### config.mk
export PLATFORM = sky130hd
export DESIGN_NAME = alc_cell
export DESIGN_NICKNAME = d
export VERILOG_FILES = /design/src/rtl/alc_pkg.sv /design/src/rtl/alc_cell.sv
export SDC_FILE = /design/constraint.sdc
export NUM_CORES = 1
export LEC_CHECK = 0
export BUFFER_PORTS_ARGS = -buffer_cell sky130_fd_sc_hd__buf_2
export CORE_AREA = 2 2 104 106
export CTS_CLUSTER_DIAMETER = 60
export DETAILED_ROUTE_END_ITERATION = 8
export DIE_AREA = 0 0 106 108
export PLACE_DENSITY = 0.68
export SYNTH_ARGS = -nofsm -noshare
export SYNTH_HDL_FRONTEND = slang
export SYNTH_SLANG_ARGS = --single-unit
export TNS_END_PERCENT = 10
### constraint.sdc
create_clock -name clk_i -period 1.8 [get_ports clk_i]
set_input_delay 0.27 -clock clk_i [delete_from_list [all_inputs] [get_ports clk_i]]
set_output_delay 0.27 -clock clk_i [all_outputs]
set_load 0.03 [all_outputs]
### src/rtl/alc_pkg.sv
// types, constants and codes shared by the list-with-cursor block
package alc_pkg;

  parameter int ALC_CAPACITY   = 64;
  parameter int ALC_DATA_WIDTH = 32;
  parameter int ACT_W          = 4;
  parameter int ST_W           = 2;

  typedef enum logic [ACT_W-1:0] {
    ACT_INSERT = 4'd0,
    ACT_APPEND = 4'd1,
    ACT_ERASE  = 4'd2,
    ACT_BEGIN  = 4'd3,
    ACT_END    = 4'd4,
    ACT_PREV   = 4'd5,
    ACT_NEXT   = 4'd6,
    ACT_SETPOS = 4'd7,
    ACT_FIND   = 4'd8,
    ACT_CLEAR  = 4'd9
  } action_e;

  typedef enum logic [ST_W-1:0] {
    ST_OK    = 2'd0,
    ST_FULL  = 2'd1,
    ST_EMPTY = 2'd2,
    ST_RANGE = 2'd3
  } status_e;

  typedef enum logic [1:0] {
    UPD_NONE = 2'd0,
    UPD_INS  = 2'd1,
    UPD_WR   = 2'd2,
    UPD_DEL  = 2'd3
  } upd_e;

  typedef enum logic [1:0] {
    S_IDLE = 2'd0,
    S_SCAN = 2'd1,
    S_DONE = 2'd2
  } state_e;

  typedef struct packed {
    upd_e kind;
    logic find_en;
  } alc_ctrl_t;

  typedef struct packed {
    logic active;
    logic found;
  } probe_t;

endpackage

### src/rtl/alc_cell.sv
// one list entry: shifts with its neighbors and passes the scan probe along
module alc_cell #(
  parameter int DATA_WIDTH = alc_pkg::ALC_DATA_WIDTH,
  parameter int CNT_W      = 7,
  parameter int IDX_W      = 6,
  parameter int CELL_IDX   = 0
) (
  input  logic                  clk_i,
  input  logic                  rst_ni,
  input  alc_pkg::alc_ctrl_t    ctrl_i,
  input  logic [CNT_W-1:0]      upd_at_i,
  input  logic [DATA_WIDTH-1:0] upd_val_i,
  input  logic [DATA_WIDTH-1:0] left_i,
  input  logic [DATA_WIDTH-1:0] right_i,
  input  logic [DATA_WIDTH-1:0] key_i,
  input  logic [CNT_W-1:0]      rd_pos_i,
  input  logic [CNT_W-1:0]      cnt_i,
  input  alc_pkg::probe_t       probe_i,
  input  logic [DATA_WIDTH-1:0] probe_val_i,
  input  logic [IDX_W-1:0]      probe_idx_i,
  output logic [DATA_WIDTH-1:0] entry_o,
  output alc_pkg::probe_t       probe_o,
  output logic [DATA_WIDTH-1:0] probe_val_o,
  output logic [IDX_W-1:0]      probe_idx_o
);
  import alc_pkg::*;

  localparam logic [CNT_W-1:0] MY_POS = CNT_W'(CELL_IDX);
  localparam logic [IDX_W-1:0] MY_IDX = IDX_W'(CELL_IDX);

  logic [DATA_WIDTH-1:0] entry_q;
  probe_t                probe_q;
  logic [DATA_WIDTH-1:0] pval_q;
  logic [IDX_W-1:0]      pidx_q;
  logic                  hit;

  assign hit = ctrl_i.find_en && probe_i.active && !probe_i.found &&
               (MY_POS < cnt_i) && (entry_q == key_i);

  always_ff @(posedge clk_i) begin
    case (ctrl_i.kind)
      UPD_INS: begin
        if (MY_POS > upd_at_i) begin
          entry_q <= left_i;
        end else if (MY_POS == upd_at_i) begin
          entry_q <= upd_val_i;
        end
      end
      UPD_WR: begin
        if (MY_POS == upd_at_i) begin
          entry_q <= upd_val_i;
        end
      end
      UPD_DEL: begin
        if (MY_POS >= upd_at_i) begin
          entry_q <= right_i;
        end
      end
      default: ;
    endcase
  end

  always_ff @(posedge clk_i or negedge rst_ni) begin
    if (!rst_ni) begin
      probe_q <= '0;
    end else begin
      probe_q.active <= probe_i.active;
      probe_q.found  <= probe_i.found | hit;
    end
  end

  always_ff @(posedge clk_i) begin
    pidx_q <= hit ? MY_IDX : probe_idx_i;
    pval_q <= (MY_POS == rd_pos_i) ? entry_q : probe_val_i;
  end

  assign entry_o     = entry_q;
  assign probe_o     = probe_q;
  assign probe_val_o = pval_q;
  assign probe_idx_o = pidx_q;

endmodule

* Yosys cells after proc, flatten, opt, wreduce, memory -nomap -nowiden
Index checks and enable logic that the tools add are counted.
** Storage, ports and cells
- Bits in registers :: 72
- Output and inout port bits :: 72
** Cells by class
- $lt $le $gt $ge :: 3
- Equality and inequality tests :: 5
- Muxes and demuxes :: 5
- Bitwise logic cells :: 1
- Reductions and logical operators :: 9
** Operators with widths (count)
- $mux 32 :: 4
- $pmux 32 s3 :: 1
- $eq 32x32->1 :: 1
- $logic_not 7->1 :: 2
- $ge 1x7->1 const A :: 1
- $gt 1x7->1 const A :: 1
- $lt 1x7->1 const A :: 1
- $eq 2x2->1 const B :: 2
- $logic_and 1x1->1 :: 4
- $reduce_bool 3->1 :: 1
- $eq 2x1->1 const B :: 1
- $ne 2x2->1 const B :: 1
- $reduce_and 2->1 :: 1
- $logic_not 1->1 :: 1
- $or 1x1->1 :: 1

* Longest topological paths before layout
- Word-level depth :: 5
- Mapped depth :: 5
- Mapped depth without buffers :: 4

* Worst setup path before layout
Ideal clock, no wire load.
- Kind :: input to register
- Start point :: in upd_at_i[3]
- End point :: reg entry_q[0] (netlist: entry_o[0]), enable pin
- Arrival :: 2576 ps
- Setup slack :: -1208 ps
- Stages :: 4
- Path buffers :: 1
- Cell sequence :: nor4_1 -> nand2_1 -> buf_2 -> a21oi_1
** Between the ends
- Cells in the longest elaborated chain, start to end :: 3
** Ends and longest elaborated chain
- from (decl) :: line alc_cell.sv:11 : input logic [CNT_W-1:0] upd_at_i,
- $ge 1x7->1 :: line alc_cell.sv:55 : if (MY_POS >= upd_at_i) begin
- $ne 2x2->1 (no line)
- $reduce_and 2->1 (no line)
- to (signal assigned) :: line alc_cell.sv:46 : entry_q <= upd_val_i;
- to (signal assigned) :: line alc_cell.sv:51 : entry_q <= upd_val_i;
- to (signal assigned) :: line alc_cell.sv:56 : entry_q <= right_i;
- to (decl) :: line alc_cell.sv:31 : logic [DATA_WIDTH-1:0] entry_q;
Every way passes these cells.
A chain may end at the register's enable or synchronous reset.

* Final worst setup path
- Start point :: reg entry_q[0] (netlist: entry_o[0])
- End point :: reg pidx_q[4] (netlist: probe_idx_o[4])
** Between the ends
- Cells in the longest elaborated chain, start to end :: 2
** Ends and longest elaborated chain
- from (signal assigned) :: line alc_cell.sv:44 : entry_q <= left_i;
- from (signal assigned) :: line alc_cell.sv:46
- from (signal assigned) :: line alc_cell.sv:51
- $eq 32x32->1 :: line alc_cell.sv:38 : (MY_POS < cnt_i) && (entry_q == key_i);
- $logic_and 1x1->1 :: line alc_cell.sv:38
- to (signal assigned) :: line alc_cell.sv:73 : pidx_q <= hit ? MY_IDX : probe_idx_i;
- to (decl) :: line alc_cell.sv:34 : logic [IDX_W-1:0] pidx_q;
Every way passes these cells.

==> flow_summary.toml <==
[power_and_ir_drop]
power.density_nw_per_um2 = 845.4
p_leak_nw = 2.501
ir_worst_vdd_uv = 345.1

[clock_tree]
cts_root_buffer = "clkbuf_8"
htree_levels = 3
cts_tree = "yes"
cts_buffers = 9
clockBufferDepth = 2
cts_sinks = 72
clkTransAtPathRegs_ns = 0.07
clkLatencyLatePin_ns = 0.33

[logic_synthesis]
synth_warnings = 0
synth.top_cell.area_share_pct = 29.04
synth_cells = 277
yosysTopAreaCell = "edfxtp_1"
yosys_register_bits = 72
syn-cell-area_um2 = 3309
syn_avg_cell_area_um2 = 11.95
syn_nets = 471
ys_types = 23
synth_edf_count = 32
synthFlopType = "dfxtp_1"
synth_area_leaders = "edfxtp_1 (29%), dfxtp_1 (23%), mux2_2 (11%)"
yosysSeqAreaShare_pct = 53.53
async_reset_ff_share_pct = 2.778

[die]
initial_utilization_pct = 32.35
die-area_um2 = 11450
core_um2 = 10230
die_y_um = 108
rows = 37
io_pins = 266
die_x_um = 106

[finish]
n_antenna_cell = 0
area_growth_syn_to_layout_pct = 49.38
final_nets = 714
design_area_um2 = 4943
layout-drive-gt1-share_pct = 57.33

[detailed_routing]
postRouteAntennaNets = 0
route.detailed.drc = 0
finalWirelength_um = 9777
route.vias.total = 2986
drt_iter0_markers = 112
wl_per_cell_um = 14.79
firstDrtPassIters = 3
via_per_inst = 4.517

[critical_path]
crit_type = "register to register"
cp.arrival_ns = 1.97
slowest_stage = "edfxtp_1"
worstPathCellList = "xor2_1, nor4_2, nand4_2, buf_6, o31a_1"
worst-path-max-fanout = 7
end_kind = "register"
worstPathRequired_ns = 2.02
start_kind = "register"
cp_num_buf_inv = 1
cp_top_family = "simple AND/OR/NAND/NOR gates"
max_stage_delay_ns = 0.46

[timing]
grt_setup_unrepaired = "false"
worstMarginPinSlew_ns = 0.3652
setup_viol = 0
timing.hold.ws_ns = 0.04897
hold_viol = 0
skew_ns = 0.005884
relSlewSlack_pct = 75.43
fin_crit_sh_pct = 97.06
slew_viol_final = 0
fmax_mhz = 572.4
fin_crit_ns = 1.747

[placement]
hpwlAfterDp_um = 7661
port_buffers = 233
place_area_um2 = 4720
place.gp.congestion = 0.7637

[global_routing]
grt_max_degree = 37
antenna_found_initial = 0
grt_pass1_wl_um = 14700
gr-total-overflow = 0
grt_usage_pct = 16.49
grt_pass1_vias = 3039

[outcome]
run_status = "finished, final reports clean"

[min_path]
holdCritPathClass = "input pin to register"

[flow_run]
cap_violations = 0
synthesized netlist by cell type, types with 4 or more instances:
library cell	n
nor3_1	4
nand2_1	35
buf_2	6
mux2_2	32
xor2_1	31
o21ai_0	32
mux2i_1	32
dfxtp_1	38
o31a_1	6
nor4_2	5
clkbuf_1	7
edfxtp_1	32
nor4_1	5
area by class of cell:
class                           count  area, um^2
Sequential cell                    72        1772
Fill cell                         995        5288
Timing Repair Buffer              245        1287
Inverter                            1       3.754
Clock inverter                      2       8.758
Clock buffer                       14       193.9
Tap cell                          136       170.2
Multi-Input combinational cell    191        1508
worst register-to-register path, delay by kind of cell (launching register included):
kind | cells | cell delay, ns
flip-flops | 1 | 0.46
buffers and inverters | 1 | 0.16
XOR/XNOR | 1 | 0.19
AO/OA/AOI/OAI | 1 | 0.27
AND/OR/NAND/NOR | 2 | 0.56
metal layers:
metal / wire length (um) / global-route usage [%]
met1: 4101 / 19.39
met2: 4945 / 29.45
met3: 653 / 4.461
met4: 76 / 5.075
met5: 0 / 0
cell usage in the layout, fill, tap and decap left out, types with 2 or more instances in the layout:
cell and count:
nor4_1 4, buf_12 2, nor4_2 5, nand2_1 34
dfrtp_1 2, xor2_1 31, buf_4 8, dfxtp_1 38
o31a_1 6, mux2_2 32, mux2i_1 32, edfxtp_1 32
buf_2 233, nand4_2 2, clkbuf_8 12, o21ai_0 32
nor3_1 4
path summary, 6_finish.rpt:
kind / cells past startpoint / end / startpoint / slack, ns
hold reg to reg: 1 / probe_val_o[27] / entry_o[27] / 0.59
min in group asynchronous: 2 / probe_o[1] / rst_ni / 0.25
hold / removal: 1 / probe_o[1] / probe_i[1] / 0.05
setup / recovery: 5 / probe_idx_o[4] / entry_o[0] / 0.05
setup reg to reg: 5 / probe_idx_o[4] / entry_o[0] / 0.05
max in group asynchronous: 2 / probe_o[0] / rst_ni / 1.46
cell families after synthesis:
logic type / count (synthesis) / synth area share [%]
buffers and inverters: 14 / 1.815
xor gates and xnor gates: 32 / 8.469
AOI/OAI and AO/OA: 40 / 6.805
and+or+nand+nor: 55 / 8.809
DFF: 72 / 53.53
muxes: 64 / 20.57
where the power goes:
group | total, mW | leakage (nW) | internal [mW] | switching (mW)
clock | 1.30 | 0.105 | 0.693 | 0.602
combinational | 0.898 | 1.73 | 0.372 | 0.526
sequential | 1.99 | 0.666 | 1.87 | 0.116
through the flow:
step / setup slack, ns / setup TNS [ns] / total power [mW] / std cells / utilization [%]
after floorplan: -0.03129 / -1.001 / 2.522 / 277 / -
after global placement: 0.001898 / 0 / 2.907 / 643 / 46.13
after detailed placement: -0.05013 / -0.2219 / 2.930 / 643 / 46.13
after CTS: 0.006974 / 0 / 4.241 / 661 / 48.28
after global routing: 0.004389 / 0 / 4.381 / 661 / 48.32
final: 0.05289 / 0 / 4.179 / 661 / 48.32
flip-flops by register name, indices dropped and copies added, names as in the netlist:
name and flops:
probe_idx_o 6, probe_o 2, entry_o 32, probe_val_o 32
what timing repair did:
item,in CTS,in global routing
endpoints found under the hold margin,2,0
resized for setup,0,1
endpoints found under the setup margin,6,1
hold buffers,1,0
pin swaps,1,2
setup buffers,1,0
(Power assumes the default switching activity.)
